File: config.mk
export PLATFORM = sky130hd
export DESIGN_NAME = nearest_candidate_list_builder_core
export DESIGN_NICKNAME = d
export VERILOG_FILES = /design/src/rtl/core/ncl_pkg.sv /design/src/rtl/core/ncl_cell.sv /design/src/rtl/core/nearest_candidate_list_builder_core.sv
export SDC_FILE = /design/constraint.sdc
export NUM_CORES = 2
export LEC_CHECK = 0
export ABC_AREA = 1
export BUFFER_PORTS_ARGS = -buffer_cell sky130_fd_sc_hd__buf_2
export CAP_MARGIN = 10
export CORE_AREA = 4 4 384 386
export CTS_CLUSTER_SIZE = 25
export DETAILED_ROUTE_END_ITERATION = 8
export DIE_AREA = 0 0 388 390
export PLACE_DENSITY_LB_ADDON = 0.05
export SYNTH_ARGS = -nofsm -noshare
export SYNTH_HDL_FRONTEND = slang
export SYNTH_SLANG_ARGS = --single-unit
export TNS_END_PERCENT = 1
File: constraint.sdc
create_clock -name i_clk -period 4.6 [get_ports i_clk]
set_clock_uncertainty 0.05 [all_clocks]
set_input_delay 0.23 -clock i_clk [delete_from_list [all_inputs] [get_ports i_clk]]
set_output_delay 0.23 -clock i_clk [all_outputs]
set_load 0.05 [all_outputs]
File: src/rtl/core/ncl_pkg.sv
package ncl_pkg;

    // Fixed field widths
    localparam int DIST_W  = 32;
    localparam int RANK_W  = 4;
    localparam int COUNT_W = 5;

    // Reset value of the candidate count register
    localparam logic [COUNT_W-1:0] COUNT_RESET = 5'd16;

    // Command broadcast from the control logic to every cell
    typedef struct packed {
        logic ins;    // insert the accepted item
        logic drain;  // move every entry one place towards the head
        logic clr;    // empty the whole list
    } t_cell_cmd;

endpackage

File: src/rtl/core/ncl_cell.sv
module ncl_cell
    import ncl_pkg::*;
#(
    parameter int NODE_W = 10
) (
    input  logic              i_clk,
    input  logic              i_rst_n,
    input  t_cell_cmd         i_cmd,
    input  logic              i_active,
    input  logic [NODE_W-1:0] i_node,
    input  logic [DIST_W-1:0] i_dist,
    input  logic              i_prev_take,
    input  logic [NODE_W-1:0] i_prev_node,
    input  logic [DIST_W-1:0] i_prev_dist,
    input  logic              i_prev_filled,
    input  logic [NODE_W-1:0] i_next_node,
    input  logic [DIST_W-1:0] i_next_dist,
    input  logic              i_next_filled,
    output logic              o_take,
    output logic [NODE_W-1:0] o_node,
    output logic [DIST_W-1:0] o_dist,
    output logic              o_filled
);

    logic              r_filled;
    logic [NODE_W-1:0] r_node;
    logic [DIST_W-1:0] r_dist;

    // The new item belongs here or earlier when this slot is empty or farther
    assign o_take = i_active && (!r_filled || (i_dist < r_dist));

    // Control: filled flag
    always_ff @(posedge i_clk) begin
        if (!i_rst_n) begin
            r_filled <= 1'b0;
        end else if (i_cmd.clr) begin
            r_filled <= 1'b0;
        end else if (i_cmd.ins) begin
            if (i_prev_take && i_active) begin
                r_filled <= i_prev_filled;
            end else if (o_take) begin
                r_filled <= 1'b1;
            end
        end else if (i_cmd.drain) begin
            r_filled <= i_next_filled;
        end
    end

    // Payload: shift down on insertion, shift up on drain
    always_ff @(posedge i_clk) begin
        if (i_cmd.ins) begin
            if (i_prev_take && i_active) begin
                r_node <= i_prev_node;
                r_dist <= i_prev_dist;
            end else if (o_take) begin
                r_node <= i_node;
                r_dist <= i_dist;
            end
        end else if (i_cmd.drain) begin
            r_node <= i_next_node;
            r_dist <= i_next_dist;
        end
    end

    assign o_node   = r_node;
    assign o_dist   = r_dist;
    assign o_filled = r_filled;

endmodule

File: src/rtl/core/nearest_candidate_list_builder_core.sv
// Nearest candidate list builder.
// Input channel (i_in_valid / o_in_stall) carries one distance matrix entry
// per transfer: row, candidate node, distance and an end-of-row flag. The
// block keeps the k nearest candidates of the row in a chain of LIST_DEPTH
// cells, sorted nearest first; k is the candidate count register (0 acts as
// 1, values above LIST_DEPTH act as LIST_DEPTH).
// Throughput: one entry per cycle while a row streams in; each cell compares
// the new distance with its own entry and takes its neighbour's data.
// On the end-of-row transfer the list is emitted on the output channel
// (o_out_valid / i_out_stall) as k results, rank 0 first, the last one
// flagged; empty slots read as node 0, distance 0. The first result appears
// after the end-of-row transfer, once the chain head is registered, then one
// per cycle, draining the chain towards its head. The input is stalled while
// results drain, then the list is cleared and the next row may start.
// A stalled result holds in the output register and halts the drain.
// Reset (synchronous, active low) empties the list, drops any pending
// result and sets the candidate count to 16.
module nearest_candidate_list_builder_core
    import ncl_pkg::*;
#(
    parameter int LIST_DEPTH = 16,
    parameter int NODE_LIMIT = 1024
) (
    input  logic                          i_clk,
    input  logic                          i_rst_n,
    input  logic                          i_cfg_we,
    input  logic [COUNT_W-1:0]            i_cfg_data,
    input  logic                          i_in_valid,
    output logic                          o_in_stall,
    input  logic [$clog2(NODE_LIMIT)-1:0] i_row_index,
    input  logic [$clog2(NODE_LIMIT)-1:0] i_node_index,
    input  logic [DIST_W-1:0]             i_distance,
    input  logic                          i_last_in_row,
    output logic                          o_out_valid,
    input  logic                          i_out_stall,
    output logic [RANK_W-1:0]             o_rank,
    output logic [$clog2(NODE_LIMIT)-1:0] o_cand_node,
    output logic [DIST_W-1:0]             o_cand_distance,
    output logic                          o_last_of_run
);

    localparam int NODE_W = $clog2(NODE_LIMIT);
    localparam int K_W    = $clog2(LIST_DEPTH + 1);

    logic [COUNT_W-1:0] r_count;
    logic [K_W-1:0]     k_eff;

    logic               r_busy;
    logic [K_W-1:0]     r_cnt;

    logic               r_out_valid;
    logic [RANK_W-1:0]  r_out_rank;
    logic [NODE_W-1:0]  r_out_node;
    logic [DIST_W-1:0]  r_out_dist;
    logic               r_out_last;

    logic               in_xfer;
    logic               load;
    logic               load_last;
    t_cell_cmd          cmd;

    logic [LIST_DEPTH-1:0] take;
    logic [LIST_DEPTH-1:0] filled;
    logic [NODE_W-1:0]     node [LIST_DEPTH];
    logic [DIST_W-1:0]     chain_dist [LIST_DEPTH];

    // Configuration register
    always_ff @(posedge i_clk) begin
        if (!i_rst_n) begin
            r_count <= COUNT_RESET;
        end else if (i_cfg_we) begin
            r_count <= i_cfg_data;
        end
    end

    // Clamp the count into 1..LIST_DEPTH
    always_comb begin
        if (r_count == '0) begin
            k_eff = K_W'(1);
        end else if (32'(r_count) > 32'(LIST_DEPTH)) begin
            k_eff = K_W'(LIST_DEPTH);
        end else begin
            k_eff = K_W'(r_count);
        end
    end

    // Handshake and chain commands
    assign in_xfer   = i_in_valid && !r_busy;
    assign load      = r_busy && (!r_out_valid || !i_out_stall);
    assign load_last = (r_cnt == k_eff - K_W'(1));

    always_comb begin
        cmd.ins   = in_xfer && (i_node_index != i_row_index);
        cmd.drain = load && !load_last;
        cmd.clr   = load && load_last;
    end

    // Chain of cells
    for (genvar g = 0; g < LIST_DEPTH; g++) begin : g_cell
        logic              prev_take;
        logic [NODE_W-1:0] prev_node;
        logic [DIST_W-1:0] prev_dist;
        logic              prev_filled;
        logic [NODE_W-1:0] next_node;
        logic [DIST_W-1:0] next_dist;
        logic              next_filled;

        if (g == 0) begin : g_head
            assign prev_take   = 1'b0;
            assign prev_node   = '0;
            assign prev_dist   = '0;
            assign prev_filled = 1'b0;
        end else begin : g_body
            assign prev_take   = take[g-1];
            assign prev_node   = node[g-1];
            assign prev_dist   = chain_dist[g-1];
            assign prev_filled = filled[g-1];
        end

        if (g == LIST_DEPTH - 1) begin : g_tail
            assign next_node   = '0;
            assign next_dist   = '0;
            assign next_filled = 1'b0;
        end else begin : g_inner
            assign next_node   = node[g+1];
            assign next_dist   = chain_dist[g+1];
            assign next_filled = filled[g+1];
        end

        ncl_cell #(
            .NODE_W(NODE_W)
        ) u_cell (
            .i_clk        (i_clk),
            .i_rst_n      (i_rst_n),
            .i_cmd        (cmd),
            .i_active     (K_W'(g) < k_eff),
            .i_node       (i_node_index),
            .i_dist       (i_distance),
            .i_prev_take  (prev_take),
            .i_prev_node  (prev_node),
            .i_prev_dist  (prev_dist),
            .i_prev_filled(prev_filled),
            .i_next_node  (next_node),
            .i_next_dist  (next_dist),
            .i_next_filled(next_filled),
            .o_take       (take[g]),
            .o_node       (node[g]),
            .o_dist       (chain_dist[g]),
            .o_filled     (filled[g])
        );
    end

    // Emission control: hold off input while the list drains
    always_ff @(posedge i_clk) begin
        if (!i_rst_n) begin
            r_busy      <= 1'b0;
            r_cnt       <= '0;
            r_out_valid <= 1'b0;
        end else begin
            if (in_xfer && i_last_in_row) begin
                r_busy <= 1'b1;
                r_cnt  <= '0;
            end else if (load) begin
                if (load_last) begin
                    r_busy <= 1'b0;
                    r_cnt  <= '0;
                end else begin
                    r_cnt <= r_cnt + K_W'(1);
                end
            end
            if (load) begin
                r_out_valid <= 1'b1;
            end else if (!i_out_stall) begin
                r_out_valid <= 1'b0;
            end
        end
    end

    // Output register: take the head of the chain, empty slots read as zero
    always_ff @(posedge i_clk) begin
        if (load) begin
            r_out_rank <= RANK_W'(r_cnt);
            r_out_node <= filled[0] ? node[0] : '0;
            r_out_dist <= filled[0] ? chain_dist[0] : '0;
            r_out_last <= load_last;
        end
    end

    assign o_in_stall      = r_busy;
    assign o_out_valid     = r_out_valid;
    assign o_rank          = r_out_rank;
    assign o_cand_node     = r_out_node;
    assign o_cand_distance = r_out_dist;
    assign o_last_of_run   = r_out_last;

endmodule

==> metrics <==
status finished clean; Ports 112; Initial DRT Pass Iterations 6; ys flop type edfxtp_1; PortBufs between 100 and 150; Post-synth EDFFs a little over 700; CTS buffer count between 90 and 100; first-pass GRT wire length 276 mm; routed len/inst roughly 25 um; PwrDens around 450 mW/mm^2; peak supply drop 0.000323 V; DR vias/cell around 5.4; area leader, netlist edfxtp_1; crit path kind in2reg; root buffer cell clkbuf_16; gr usage total 0.246; Worst-Margin Slew between 1000 and 1500 ps; Slew HR 0.198; Post-DP Area 0.0513 mm^2; # setup viols final 0; Netlist cell types 46; Reg area between 0.02 and 0.025 mm^2; worst slack, placed 227 ps; Mapped Cells between 5000 and 6000; clock buffer depth 3; Clk Latency, worst-skew pair a little over 700 ps; fraction of registers with async set/reset 0; Crit. End Element flop; hold path depth 3; ranking of synthesized cells by area edfxtp_1 44%, ha_1 13%, a21oi_1 8.0%; syn avg cell area ~8.5 um^2; grt ovf 0; post-route cell area about 0.055 mm^2; Area Growth Syn to Fin 12.2%; Worst Setup SP i_distance[27]; Required @ worst endpoint between 4000 and 5000 ps; Vias 41298; DRC 0; Fmax achieved between 200 and 250 MHz; Reg-to-Reg Start g_cell[12].u_cell.o_dist[27]; CP Launch Type primary input; crit path time final between 4000 and 5000 ps; number of sinks on the clock net between 700 and 800; GPL Wtd Cong 0.862; Core ar. roughly 0.14 mm^2; setup TNS 0 ps; ANT nets after route 0; crit-path max FO 44; Synth top area share 0.444; Final Cycle Share 0.923; post-route core utilization 0.380; FF-to-FF path depth 14; HP Start i_distance[30]; Die Area around 0.15 mm^2; Starting DRT DRC Count 3812; Post-Route WL ~190 mm; Fin. Hold Viols 0; clk slew on worst S/H paths 60 ps; die width ~390 um; die span in y 390 um; Crit path top cell by count nand2_1; max_cap viols 0; RSZ-0062 raised after global routing false; H-tree Lvls 3; largest net degree at the start of global routing approximately 200; multi-input logic area around 0.022 mm^2; crit-path cells dlygate4sd3_1, buf_2, buf_4, ha_1, nand2_1, nor2_1, nand2_1, nor4b_1, nand2_1, nand2_1, nand2_1, nand3_4, buf_4, a21oi_1, o21ai_0, o21ai_0; CP Data Arrival Time roughly 4600 ps; post-detail-place hpwl roughly 130 mm; # rows 139; # nets final ~6300; Slew Limit Fails 0; overall power about 25 mW; filler cell count about 15000; final worst setup slack ~350 ps; Synth Register Bits between 700 and 800; leakage around 24 nW; share of cells above drive strength 1 0.0730; number of global-route vias before repair between 30000 and 40000; share of the yosys chip area belonging to registers 0.456; syn nets 6253; Mapped Area 0.0486 mm^2; # resized after CTS 0; initial antenna violation count 12; CTS tree built; slowest stage delay, CP 1060 ps; Synthesis Warnings 0; Slowest cell on crit path nor4b_1; Starting Density 0.339; HP Class in2reg
worst max-delay path, delay by kind of cell:
kind                       cells  cell delay (ps)
and+or+nand+nor                8             2160
buffers and inverters          4             1470
AOI/OAI and AO/OA              3              340
adders and majority gates      1              320
cell usage after synthesis (all sizes together) (4+ instances only):
cell type  instances
edfxtp           719
nand2            880
nor2             368
o21ai            987
buf              189
nor3              26
nand3b             4
clkbuf           146
nand4             33
ha               499
o21a               8
nand3             58
a21oi            779
xor2               7
nor4b              6
o211ai            12
nor4               8
o22ai            158
a21o               8
dfxtp             28
inv              748
cells in the final DEF (no fill, tap or decap), types with 4 or more instances in the layout:
master,Yosys,layout
nand2_1,868,865
nand3_1,53,52
inv_6,0,4
nand3b_1,4,4
ha_1,499,499
inv_1,733,714
inv_2,14,32
buf_12,0,34
buf_2,146,111
a21oi_1,779,779
nor4b_1,6,6
o22ai_1,158,158
nand4_1,33,33
dlygate4sd3_1,0,21
nor2_1,367,367
nand3_4,0,6
a21o_1,8,8
edfxtp_1,719,719
nor4_1,7,7
o21a_1,8,8
o21ai_1,271,271
o21ai_0,713,713
bufinv_16,0,5
clkbuf_1,143,21
nand2_2,12,11
buf_4,11,83
clkinv_1,0,24
nor3_1,26,26
xor2_1,7,7
o211ai_1,12,12
nand2_4,0,4
clkbuf_16,0,99
clkinv_2,0,13
dfxtp_1,28,27
clkbuf_8,0,5
state kept, by name (all words and copies together), names as in the netlist:
signal,cells
g_cell.u_cell.o_filled,16
r_count,5
g_cell.u_cell.o_node,160
o_cand_node,10
o_cand_distance,32
o_out_valid,1
g_cell.u_cell.o_dist,512
o_rank,4
o_last_of_run,1
r_cnt,5
o_in_stall,1
kinds of logic (layout without fill, tap and decap cells):
| logic type | Yosys count | in the layout | share of synthesized area |
|---|---|---|---|
| fa+ha+maj | 499 | 499 | 0.128 |
| flops | 747 | 747 | 0.456 |
| compound gates | 1966 | 1966 | 0.209 |
| simple gates | 1388 | 1388 | 0.114 |
| xor+xnor | 8 | 8 | 0.00144 |
| other cells | 0 | 1 | 0 |
| buf+inv | 1083 | 1170 | 0.0914 |
power breakdown:
part | leakage [nW] | switching, mW | internal [mW] | total [mW]
clock | 1.47 | 3.23 | 4.27 | 7.50
sequential | 7.33 | 0.720 | 9.16 | 9.88
combinational | 15.0 | 5.04 | 2.15 | 7.19
total | 23.8 | 8.99 | 15.6 | 24.6
layout make-up:
type,count,share of cell area
Clock buffer,125,0.0481
Timing Repair Buffer,249,0.0379
Sequential cell,747,0.406
Tap cell,1903,0.0437
Clock inverter,48,0.00684
Multi-Input combinational cell,3861,0.406
Inverter,748,0.0517
Antenna cell,1,0.0000459
final timing paths:
check | end | slack, ps
setup / recovery | g_cell[13].u_cell.o_dist[2] | 350
hold / removal | g_cell[7].u_cell.o_dist[30] | 70
setup reg to reg | g_cell[13].u_cell.o_dist[2] | 470
hold reg to reg | o_rank[2] | 450
per-layer routing:
| layer | track usage | part of all wire |
|---|---|---|
| met5 | 0 | 0.00027 |
| met4 | 0.0471 | 0.016 |
| met3 | 0.0321 | 0.062 |
| met2 | 0.378 | 0.43 |
| met1 | 0.370 | 0.49 |
per-stage QoR:
| step | std cells | hold WS (ps) |
|---|---|---|
| 6_report | 7682 | 72.3 |
| 5_1_grt | 7681 | 76.0 |
| 4_1_cts | 7681 | 12.5 |
| 3_5_place_dp | 7487 | 428 |
| 3_3_place_gp | 7487 | 428 |
| 2_1_floorplan | 5691 | 280 |
what timing repair did:
action,in CTS,in global routing
setup buffers,0,0
hold buffers,21,0
endpoints found under the hold margin,57,0
Power figures use the tool's default switching activity.
